===== config.mk =====
export PLATFORM = sky130hd
export DESIGN_NAME = gsdr_front
export DESIGN_NICKNAME = d
export VERILOG_FILES = /design/src/hdl/gsdr_pkg.sv /design/src/hdl/gsdr_front.sv
export SDC_FILE = /design/constraint.sdc
export NUM_CORES = 1
export LEC_CHECK = 0
export BUFFER_PORTS_ARGS = -buffer_cell sky130_fd_sc_hd__buf_2
export CAP_MARGIN = 25
export CORE_AREA = 8 8 102 104
export DETAILED_ROUTE_END_ITERATION = 12
export DIE_AREA = 0 0 110 112
export PLACE_DENSITY = 0.76
export SLEW_MARGIN = 10
export SYNTH_ARGS = -nofsm -noshare
export SYNTH_HDL_FRONTEND = slang
export SYNTH_SLANG_ARGS = --single-unit
export TNS_END_PERCENT = 20

===== constraint.sdc =====
create_clock -name clk -period 2.9 [get_ports clk]
set_input_delay 0.58 -clock clk [delete_from_list [all_inputs] [get_ports clk]]
set_output_delay 0.58 -clock clk [all_outputs]
set_load 0.05 [all_outputs]

===== src/hdl/gsdr_pkg.sv =====
package gsdr_pkg;

	localparam int WINDOW_LEN_DEF = 15;

	localparam logic [23:0] VEL_GAIN_RST  = 24'd166090;
	localparam logic [23:0] DIST_GAIN_RST = 24'd324405;
	localparam logic [15:0] REC_TICKS_RST = 16'd20;

	typedef enum logic [1:0] {
		CMD_SAMPLE = 2'd0,
		CMD_BUTTON = 2'd1,
		CMD_TICK   = 2'd2,
		CMD_NOP    = 2'd3
	} cmd_t;

	typedef enum logic [1:0] {
		MODE_IDLE = 2'd0,
		MODE_REC  = 2'd1,
		MODE_FIN  = 2'd2,
		MODE_BAD  = 2'd3
	} mode_t;

	typedef enum logic [1:0] {
		REG_VEL_GAIN  = 2'd0,
		REG_DIST_GAIN = 2'd1,
		REG_REC_TICKS = 2'd2,
		REG_NONE      = 2'd3
	} reg_idx_t;

	typedef enum logic [2:0] {
		ST_IDLE, ST_READ, ST_SUMS, ST_SQ, ST_ROOT, ST_SCALE, ST_OUT
	} bst_t;

	// One classified item travelling from the front to the back.
	typedef struct packed {
		logic        is_sample;
		logic        is_button;
		logic        is_tick;
		logic [15:0] rate_x;
		logic [15:0] rate_y;
		logic [15:0] rate_z;
	} job_t;

	typedef struct packed {
		logic [1:0]  mode;
		logic        sample_used;
		logic [23:0] velocity;
		logic [31:0] distance;
	} result_t;

endpackage


===== src/hdl/gsdr_front.sv =====
module gsdr_front (
	input  logic                 clk,
	input  logic                 arst_n,
	input  logic                 s_tvalid,
	output logic                 s_tready,
	input  logic [55:0]          s_tdata,
	output logic                 q_valid,
	input  logic                 q_ready,
	output gsdr_pkg::job_t       q_job
);
	import gsdr_pkg::*;

	// Two-entry queue of classified items.
	job_t       mem_q [2];
	logic       wp_q, rp_q;
	logic [1:0] cnt_q;
	job_t       job;
	cmd_t       cmd;
	logic       push, pop;

	assign cmd = cmd_t'(s_tdata[1:0]);

	always_comb begin
		job = '0;
		job.rate_x = s_tdata[17:2];
		job.rate_y = s_tdata[33:18];
		job.rate_z = s_tdata[49:34];
		unique case (cmd)
			CMD_SAMPLE: job.is_sample = 1'b1;
			CMD_BUTTON: job.is_button = 1'b1;
			CMD_TICK:   job.is_tick = 1'b1;
			default: ;
		endcase
	end

	assign s_tready = (cnt_q != 2'd2);
	assign push = s_tvalid && s_tready;
	assign q_valid = (cnt_q != 2'd0);
	assign pop = q_valid && q_ready;
	assign q_job = mem_q[rp_q];

	always_ff @(posedge clk) begin
		if (push) mem_q[wp_q] <= job;
	end

	always_ff @(posedge clk or negedge arst_n) begin
		if (!arst_n) begin
			wp_q <= 1'b0;
			rp_q <= 1'b0;
			cnt_q <= 2'd0;
		end else begin
			if (push) wp_q <= ~wp_q;
			if (pop) rp_q <= ~rp_q;
			cnt_q <= cnt_q + {1'b0, push} - {1'b0, pop};
		end
	end

endmodule


* After elaboration in Yosys (flattened, before gate mapping)
Memory sizes are Yosys's and may differ from the RTL's.
Cells that the tools add are included.
** Operators by class
- Add/subtract/negate cells :: 2
- Multipliers :: 0
- Div/mod/pow operators :: 0
- $lt $le $gt $ge :: 0
- Equal/unequal tests :: 3
- Shifts and indexed selects :: 0
- Multiplexer cells :: 5
- Bitwise gates (word level) :: 2
- Reductions and logical operators :: 4
** Operators by type and width (number)
- $mux W1 :: 5
- $add A2 B1 Y2 :: 1
- $eq A2 B1 Y1 const B :: 1
- $eq A2 B2 Y1 const B :: 1
- $logic_and A1 B1 Y1 :: 2
- $logic_not A2 Y1 :: 1
- $ne A2 B2 Y1 const B :: 1
- $not A1 Y1 :: 2
- $reduce_bool A2 Y1 :: 1
- $sub A2 B1 Y2 :: 1
** Storage, ports and cells
- Bits in registers :: 4
- Bits in latches :: 0
- RAM bits :: 102
- ROM bits :: 0
- Bits of input ports :: 60
- Output and inout bits :: 53
- Word-level logic and storage cells :: 20
- Memories :: 1
** Memories
- mem_q :: words 2, bits a word 51, rd ports 1, clocked after memory_dff 0, wr ports 1, RTL line gsdr_front.sv:14 : job_t mem_q [2];

* Longest topological paths before layout
Gate-level depths: netlist of run 1.
- Word-level depth :: 4
- Mapped depth :: 5
- Depth with buffers taken out :: 5

* Worst setup path after synthesis of run 1
No wires, ideal clock.
- Path kind :: register -> register
- Start :: reg cnt_q[0]
- End :: mem mem_q[0][0] (netlist name) (enable)
- Library setup time :: 0.460 ns
- Arrival :: 3.205 ns
- Data required time :: 2.440 ns
- Path slack :: -0.765 ns
- Cell stages (with the launch flop) :: 4
- Buffers on the path :: 0
- Clock period less this slack :: 3.665 ns
- Cell sequence :: dfrtp_1 > nand2b_1 > nand2_1 > nor2_1
** On the way
- Cells in the longest elaborated chain, start to end :: 4
** RTL lines
- start: declaration :: RTL line gsdr_front.sv:16 : logic [1:0] cnt_q;
- start signal: assignment :: RTL line gsdr_front.sv:54 : cnt_q <= cnt_q + {1'b0, push} - {1'b0, pop};
- $ne A2 B2 Y1 :: RTL line gsdr_front.sv:36 : assign s_tready = (cnt_q != 2'd2);
- via s_tready :: RTL line gsdr_front.sv:5 : output logic s_tready,
- $logic_and A1 B1 Y1 :: RTL line gsdr_front.sv:37 : assign push = s_tvalid && s_tready;
- $mux W1 :: RTL line gsdr_front.sv:43 : if (push) mem_q[wp_q] <= job;
- $mux W1 (not written as such) :: RTL line gsdr_front.sv:43
- end: declaration :: RTL line gsdr_front.sv:14
The timed path passes the listed nets, and every way through them passes these cells.

==> run metrics, run 1 <==
measured slew at the worst slew-check pin 0.694 ns; type of the most critical hold path in -> async; starting density of the core 44.1%; Final Hold Vio Count 0; Clock Power Share 14.5%; antenna viol nets, final 0; Max Freq 0.436 GHz; final setup TNS 0 ns; mean routed wirelength per cell 17.2 µm; Mapped Avg Cell Area 21.3 µm²; Final setup viols 0; first-pass GRT wire length 11000 µm; EDFF count, synth 102; P&R area growth vs syn 21.9%; 1st-iter DRT viols 107; Pwr Density 1140 nW/µm²; Synth top cells by count 102 x edfxtp_1, 51 x mux2_2, 6 x buf_2; CTS Sinks 106; GRT overflow 0; drt first pass iters 4; clock latency on the worst-skew pair 0.35 ns; Gate Count Post-Synth 184; fin nets 360; DRC Markers 0; Lkg Pwr 1.78 nW; Die Width 110 µm; crit path max fanout 32; gr usage total 11.7%; CP Capture Type output port; CTS root buf clkbuf_8; core area 8890 µm²; post-layout util 53.7%; Vert. Die Dim 112 µm; RSZ-0062 raised after global routing no; DRT Wirelength 7120 µm; Netlist cell types 18; initial antenna violation count 0; # H-tree levels 3; flops & latches, synth 106; final total power 5.46 mW; area share of the largest cell type after synthesis 78.2%; Final Slew Violations 0; Cell Rows 35; cts repair resizes 0; area leader, netlist edfxtp_1; ANT cells 0; # Post-CTS Setup Buffers 0; Seq/Total Area, Yosys 80.8%; placed wire-length estimate 4870 µm; Vias 1997; Worst EP required 2.32 ns; Final Wtd Congestion 0.671; sw frac 43.4%; I/O pin total 113; vias per cell 4.81; Final Critical Period 2.29 ns; P_sw 2.37 mW; Critical Path AT 1.71 ns; hold_buf cts 0; Max-cap violations 0; combinational share of power 45.4%; Syn Std Cell Area 3920 µm²; number of buffers added on ports 106; top-count cell post-synth edfxtp_1; status complete, no violations; synth top area cells edfxtp_1 78%, mux2_2 15%, dfrtp_1 2.6%; Fin Hold WS 0.0261 ns; Setup Crit Path Kind reg -> out; syn nets 245; CTS max path bufs 2; Synth async-reset ratio 3.77%; Main synth FF type edfxtp_1; Clk pin slew, worst setup/hold paths 0.09 ns; share of layout cells above drive strength 1 59.5%; vias in the first global route 2179; Critical Path Start Type register; Num CTS Buffers 9; clock skew 0.0105 ns; headroom to the max-slew limit 53.8%; Final Cycle Share 79.1%; Yosys warnings 0; die area 12300 µm²; peak supply drop 0.000513 V; CTS tree built; Flop pwr share 40.1%; largest net degree at the start of global routing 52; P_int 3.09 mW
-- routing by layer --
metal / wire, µm / global-route usage [%] / vias to the layer above
li1: - / - / 950
met1: 2750 / 13.1 / 975
met2: 3750 / 20.3 / 61
met3: 538 / 3.35 / 11
met4: 92 / 4.59 / 0
met5: 0 / 0 / -
-- cell type report --
cell class | instances | area, µm²
clock buffer | 10 | 128
clock inverter | 6 | 41.3
fill | 745 | 4110
multi-input combinational | 72 | 731
sequential | 106 | 3160
tap | 111 | 139
timing repair buffer | 110 | 573
-- state kept, by name (all words and copies together), names as in the netlist --
register	count
wp_q	1
rp_q	1
cnt_q	2
mem_q	102
-- per-stage QoR --
step | cells | setup slack (ns) | instance area (µm²)
final | 415 | 0.607 | 4780
after global routing | 415 | 0.507 | 4780
after CTS | 415 | 0.568 | 4780
after detailed placement | 399 | 0.970 | 4610
after global placement | 399 | 0.969 | 4610
after floorplan | 184 | 0.0700 | 3920
-- worst paths after layout --
path	cells after the start	slack [ns]	to	start
max	3	0.61	q_job[33]	rp_q
min	1	0.03	cnt_q[0]	arst_n
max reg2reg	4	1.14	mem_q[0][50]	cnt_q[0]
min reg2reg	1	0.55	wp_q	wp_q
max in group asynchronous	1	2.74	rp_q	arst_n
min in group clk	1	0.41	mem_q[1][8]	s_tdata[42]
-- placed cells by master (no fill, tap or decap), types with 2 or more instances in the layout --
master / instances
xnor2_1: 3
edfxtp_1: 102
clkbuf_8: 9
clkinvlp_4: 2
inv_6: 2
nor2b_1: 2
dfrtp_1: 3
buf_4: 3
nor2_1: 3
mux2_2: 51
nand2_1: 2
buf_2: 106
-- power by group through the flow --
| stage | Sequential (mW) | Clock [mW] | Combinational, mW |
|---|---|---|---|
| finish | 2.19 | 0.791 | 2.48 |
| global route | 2.23 | 0.875 | 2.61 |
| CTS | 2.20 | 0.824 | 2.53 |
| detailed placement | 2.23 | 0 | 2.52 |
| global placement | 2.20 | 0 | 2.52 |
| floorplan | 2.20 | 0 | 1.98 |
-- worst max-delay path, stage by stage (launching register included) --
cell and delay (ns):
dfrtp_2 0.36, buf_4 0.38, mux2_2 0.39, buf_2 0.21
-- cell families (layout without fill, tap and decap cells) --
family	count (synthesis)	count (layout)	share of synthesized area, %
fa+ha+maj	1	1	0.319
mux	51	51	14.7
compound gates	3	3	0.767
simple gates	14	14	2.04
buf+inv	6	126	0.767
flops	106	106	80.8
xor+xnor	3	3	0.671
Note: power is estimated with default switching activity, not from simulation.
==> run 2: changes to the inputs <==
- clock period: 2.9 -> 2.1 ns (I/O delays scaled with it)
==> run 2 against run 1 <==
Effect of this change:
- hold slack better by 0.22 ns
- critical endpoint is now q_job[45]
- via count increased by 2.5%
- largest cell class unchanged
- global-route usage rose by 0.055 points
- first-iteration DRC count is 18% higher
- flip-flop and latch count unchanged
- total power rose by 42%
- die area unchanged
- clock power is 55% higher
- cell count is 0.72% higher
- setup slack got worse by 0.53 ns
==> run metrics, run 2 (synthesized netlist as in run 1, its figures left out) <==
critical-path cell list clkbuf_16 > mux2_2 > buf_2; Final Hold Vio Count 0 (unchanged); hold path endpoint mem_q[0][2]; Cell Rows 35 (unchanged); P&R area growth vs syn 23.9%; Final Cycle Share 96.3%; ANT cells 0 (unchanged); Vias 2046 (+2.5%); # Post-CTS Setup Buffers 0 (unchanged); Final setup viols 0 (unchanged); Vert. Die Dim 112 µm (unchanged); vias per cell 4.89 (+1.7%); clock latency on the worst-skew pair 0.36 ns (about the same); Critical Path AT 1.60 ns (-0.11 ns); Final Slew Violations 0 (unchanged); peak supply drop 0.000873 V (+70%); Flop pwr share 39.1% (-1.0 points); CTS root buf clkbuf_8; clock skew 0.00774 ns (-0.00281 ns); status complete, no violations; Die Width 110 µm (unchanged); most frequent cells in the layout 106 x buf_2, 102 x edfxtp_1, 51 x mux2_2, 9 x clkbuf_8, 4 x buf_4; CP max stage cell dfrtp_2; Num CTS Buffers 9 (unchanged); final setup TNS 0 ns (unchanged); DRT Wirelength 7290 µm (+2.4%); largest net degree at the start of global routing 53 (+1.9%); initial antenna violation count 0 (unchanged); combinational share of power 45.1% (-0.3 points); r2r setup slk 0.53 ns (-0.61 ns); cts repair resizes 0 (unchanged); max FFs per register 102 (unchanged); Final Critical Period 2.02 ns; Clk pin slew, worst setup/hold paths 0.10 ns (about the same); RSZ-0062 raised after global routing no; measured slew at the worst slew-check pin 0.382 ns (-0.312 ns); CTS tree built; P_sw 3.32 mW (+40%); type of the most critical hold path in -> reg; Largest Register mem_q; Reg2Reg Depth 4 (unchanged); CTS max path bufs 2 (unchanged); CTS Sinks 106 (unchanged); DRC Markers 0 (unchanged); Bufs and invs on worst path 2 (unchanged); Top Registers mem_q: 102 flops, cnt_q: 2 flops; vias in the first global route 2290 (+5.1%); Place WS 0.421 ns (-0.549 ns); CP Capture Type output port; sw frac 42.6% (-0.74 points); I/O pin total 113 (unchanged); fin nets 363 (+0.83%); commonest non-fill, non-tap cell in the layout buf_2; dpl cells 400 (+0.25%); Fin Hold WS 0.244 ns (+0.218 ns); post-layout util 54.6% (+0.86 points); CP delay by family, top buffers and inverters; number of buffers added on ports 106 (unchanged); GRT overflow 0 (unchanged); starting density of the core 44.1% (unchanged); Max Freq 0.495 GHz; Worst EP required 1.68 ns (-0.64 ns); Clock Power Share 15.8% (+1.3 points); Max-cap violations 0 (unchanged); placed wire-length estimate 4930 µm (+1.1%); Worst Hold Launch s_tdata[36]; Final Wtd Congestion 0.728 (+8.5%); 1st-iter DRT viols 126 (+18%); die area 12300 µm² (unchanged); crit path max fanout 26 (-19%); headroom to the max-slew limit 74.5% (+21 points); Setup Crit Path Kind reg -> out; antenna viol nets, final 0 (unchanged); Hold Path Depth 1; first-pass GRT wire length 11100 µm (+1.1%); mean routed wirelength per cell 17.4 µm (+1.7%); Lkg Pwr 1.81 nW (+2.0%); Pwr Density 1600 nW/µm² (+40%); # H-tree levels 3 (unchanged); P_int 4.46 mW (+44%); drt first pass iters 4 (unchanged); post-route insts no fill 418 (+0.72%); worst r2r src cnt_q[0]; slowest stage delay, CP 0.44 ns (+0.05 ns); Reg-to-Reg End mem_q[0][14]; Critical Path Start Type register; Final WS setup 0.0778 ns (-0.529 ns); share of layout cells above drive strength 1 59.9% (+0.40 points); core area 8890 µm² (unchanged); gr usage total 11.8% (+0.055 points)
[run 2: repair_timing]
item,CTS,global route
hold endpoints to repair,4,0
setup endpoints to repair,0,22
hold buffers,1,0
[run 2: area by class of cell]
| cell class | instances | area, µm² |
|---|---|---|
| clock buffer | 11 | 131 |
| clock inverter | 5 | 63.8 |
| fill | 757 | 4040 |
| multi-input combinational | 72 | 738 |
| sequential | 106 | 3160 |
| tap | 111 | 139 |
| timing repair buffer | 113 | 616 |
[run 2: power by group through the flow]
stage / registers [mW] / logic, mW / clock network, mW
detailed placement: 3.09 / 3.50 / 0
CTS: 3.04 / 3.51 / 1.28
global route: 3.10 / 3.71 / 1.34
global placement: 3.05 / 3.47 / 0
floorplan: 3.04 / 2.75 / 0
finish: 3.04 / 3.51 / 1.23
[run 2: worst max path at each step]
| stage | slack, ns | start | cells after the start | endpoint |
|---|---|---|---|---|
| after floorplan | 0.10 | cnt_q[0] | 3 | mem_q[0][0] |
| after global placement | 0.42 | rp_q | 3 | q_job[0] |
| after detailed placement | 0.42 | rp_q | 3 | q_job[0] |
| after CTS | 0.02 | rp_q | 3 | q_job[0] |
| after global routing | 0.01 | rp_q | 3 | q_job[25] |
| final | 0.08 | rp_q | 3 | q_job[45] |
[run 2: layer usage]
layer  global-route usage, %  wire [µm]
met5                       0          0
met4                    5.14        103
met3                    4.51        622
met2                    19.9       3820
met1                    12.7       2750
[run 2: through the flow]
stage	instance area (µm²)	total power [mW]
finish	4850	7.78
global placement	4620	6.52
detailed placement	4620	6.59
global route	4850	8.14
CTS	4830	7.83
floorplan	3930	5.79
==> run 3: changes to the inputs <==
- RECOVER_POWER: unset -> 25
- clock period: 2.1 -> 1.6 ns (I/O delays scaled with it)
==> run 3 against run 2 <==
Effect of this change:
- the flow now finishes with violations (setup timing)
- total power is 51% higher
- sequential power is 31% higher
- combinational power is 70% higher
- setup slack worse by 0.35 ns
- via count is 1.7% higher
- critical path depth is 1 higher
- hold slack worse by 0.10 ns
- global-route usage is 0.13 points higher
- clock power is 47% higher
- non-clock buffer count is 6 higher
- die area stayed put
- clock skew is 0.0048 ns higher
- critical path type unchanged
- largest power group unchanged
==> run metrics, run 3 (synthesized netlist as in run 1, its figures left out) <==
DRT Wirelength 7880 µm (+8.0%); slowest stage delay, CP 0.40 ns (-0.04 ns); Lkg Pwr 2.00 nW (+10%); share of layout cells above drive strength 1 57.4% (-2.6 points); CTS max path bufs 2 (unchanged); Bufs and invs on worst path 3 (+1); Vias 2081 (+1.7%); ANT cells 0 (unchanged); core area 8890 µm² (unchanged); type of the most critical hold path in -> reg; clock latency on the worst-skew pair 0.36 ns (about the same); placed cell area 4700 µm² (+1.7%); CTS root buf clkbuf_8; post-layout util 60.4% (+5.8 points); Worst path most repeated cell buf_12; Max Freq 0.534 GHz; status finished with violations; clock skew 0.0125 ns (+0.00479 ns); Flop pwr share 33.9% (-5.2 points); Cell Rows 35 (unchanged); die area 12300 µm² (unchanged); I/O pin total 113 (unchanged); violated checks setup timing; Critical Path AT 1.55 ns (-0.05 ns); RSZ-0062 raised after global routing yes; Final WS setup -0.273 ns (-0.351 ns); vias in the first global route 2228 (-2.7%); post-route cell area 5370 µm² (+11%); most frequent cells in the layout 102 x edfxtp_1, 53 x buf_6, 45 x mux2_2, 38 x buf_2, 15 x clkbuf_1; number of buffers added on ports 106 (unchanged); # H-tree levels 3 (unchanged); Final Critical Period 1.87 ns; Critical Path Start Type register; combinational share of power 50.7% (+5.6 points); Vert. Die Dim 112 µm (unchanged); initial antenna violation count 0 (unchanged); CP max stage cell dfrtp_2; drt first pass iters 4 (unchanged); max FFs per register 102 (unchanged); antenna viol nets, final 0 (unchanged); CP Capture Type output port; CTS tree built; crit path max fanout 14 (-46%); Final setup viols 51 (+51); Final Cycle Share 117%; Worst EP required 1.28 ns (-0.40 ns); Final Wtd Congestion 0.605 (-17%); sw frac 39.6% (-3.0 points); Largest Register mem_q; post-route insts no fill 423 (+1.2%); Final Slew Violations 0 (unchanged); starting density of the core 44.1% (unchanged); peak supply drop 0.00117 V (+34%); first-pass GRT wire length 11100 µm (about the same); mean routed wirelength per cell 18.6 µm (+6.8%); Clock Power Share 15.4% (-0.4 points); GRT overflow 0 (unchanged); r2r setup slk 0.21 ns (-0.32 ns); measured slew at the worst slew-check pin 0.226 ns (-0.156 ns); CP delay by family, top buffers and inverters; Final Hold Vio Count 0 (unchanged); Place WS 0.0781 ns (-0.343 ns); Top Registers mem_q: 102 flops, cnt_q: 2 flops; P&R area growth vs syn 37.2%; Num CTS Buffers 9 (unchanged); Pwr Density 2190 nW/µm² (+37%); dpl cells 401 (+0.25%); critical-path cell list buf_12 > buf_12 > mux2_2 > buf_6; largest net degree at the start of global routing 31 (-42%); Clk pin slew, worst setup/hold paths 0.11 ns (about the same); fin nets 369 (+1.7%); P_sw 4.67 mW (+41%); 1st-iter DRT viols 102 (-19%); placed wire-length estimate 5060 µm (+2.7%); CTS Sinks 106 (unchanged); vias per cell 4.92 (+0.51%); commonest non-fill, non-tap cell in the layout edfxtp_1; DRC Markers 0 (unchanged); P_int 7.12 mW (+59%); Setup Crit Path Kind reg -> out; Die Width 110 µm (unchanged); Max-cap violations 0 (unchanged); gr usage total 11.9% (+0.13 points); headroom to the max-slew limit 84.9% (+10 points)
==> run 3: changes by cell type in the layout (fill, tap and decap cells not counted), moves of 3 or more <==
cell / previous run / this run
buf_2: 106 / 38
buf_6: 0 / 53
clkbuf_1: 2 / 15
buf_12: 1 / 7
mux2_2: 51 / 45
mux2_4: 0 / 6
clkinvlp_4: 3 / 0
==> run 3: power by group through the flow <==
stage | Sequential, mW | Combinational [mW] | Clock [mW]
5_1_grt | 4.05 | 6.24 | 1.96
3_3_place_gp | 4.01 | 4.74 | 0
2_1_floorplan | 3.99 | 3.62 | 0
6_report | 3.99 | 5.98 | 1.81
4_1_cts | 4.00 | 5.71 | 1.86
3_5_place_dp | 4.06 | 4.77 | 0
==> run 3: layout make-up <==
class                      count  area (µm²)
fill                         685        3520
sequential                   106        3170
timing repair buffer         119        1070
multi-input combinational     72         771
tap                          111         139
clock buffer                   9         124
clock inverter                 6        97.6
==> run 3: path summary, 6_finish.rpt <==
path | startpoint | to | cells past startpoint
max | rp_q | q_job[33] | 4
min | s_tdata[46] | mem_q[1][12] | 1
max reg2reg | cnt_q[0] | mem_q[1][8] | 3
min reg2reg | wp_q | wp_q | 1
max in group asynchronous | arst_n | rp_q | 2
min in group asynchronous | arst_n | cnt_q[1] | 2
==> run 3: stage by stage <==
| step | setup TNS, ns | hold slack (ns) | power (mW) |
|---|---|---|---|
| 2_1_floorplan | -28.94 | 0.0244 | 7.61 |
| 3_3_place_gp | 0 | 0.133 | 8.75 |
| 3_5_place_dp | 0 | 0.136 | 8.84 |
| 4_1_cts | -12.45 | 0.122 | 11.6 |
| 5_1_grt | -16.22 | 0.112 | 12.2 |
| 6_report | -12.82 | 0.142 | 11.8 |
==> run 3: layer usage <==
layer | GRT usage [%] | share of wire (%)
met1 | 12.7 | 39
met5 | 0 | 0
met2 | 20.6 | 53
met4 | 5.32 | 2.0
met3 | 3.93 | 6.3
==> run 3: what timing repair did <==
action	CTS	global route
endpoints found under the setup margin	53	52
hold endpoints to repair	4	0
resized for setup	112	3
gates cloned	0	4
hold buffers	1	0
setup buffers	0	2
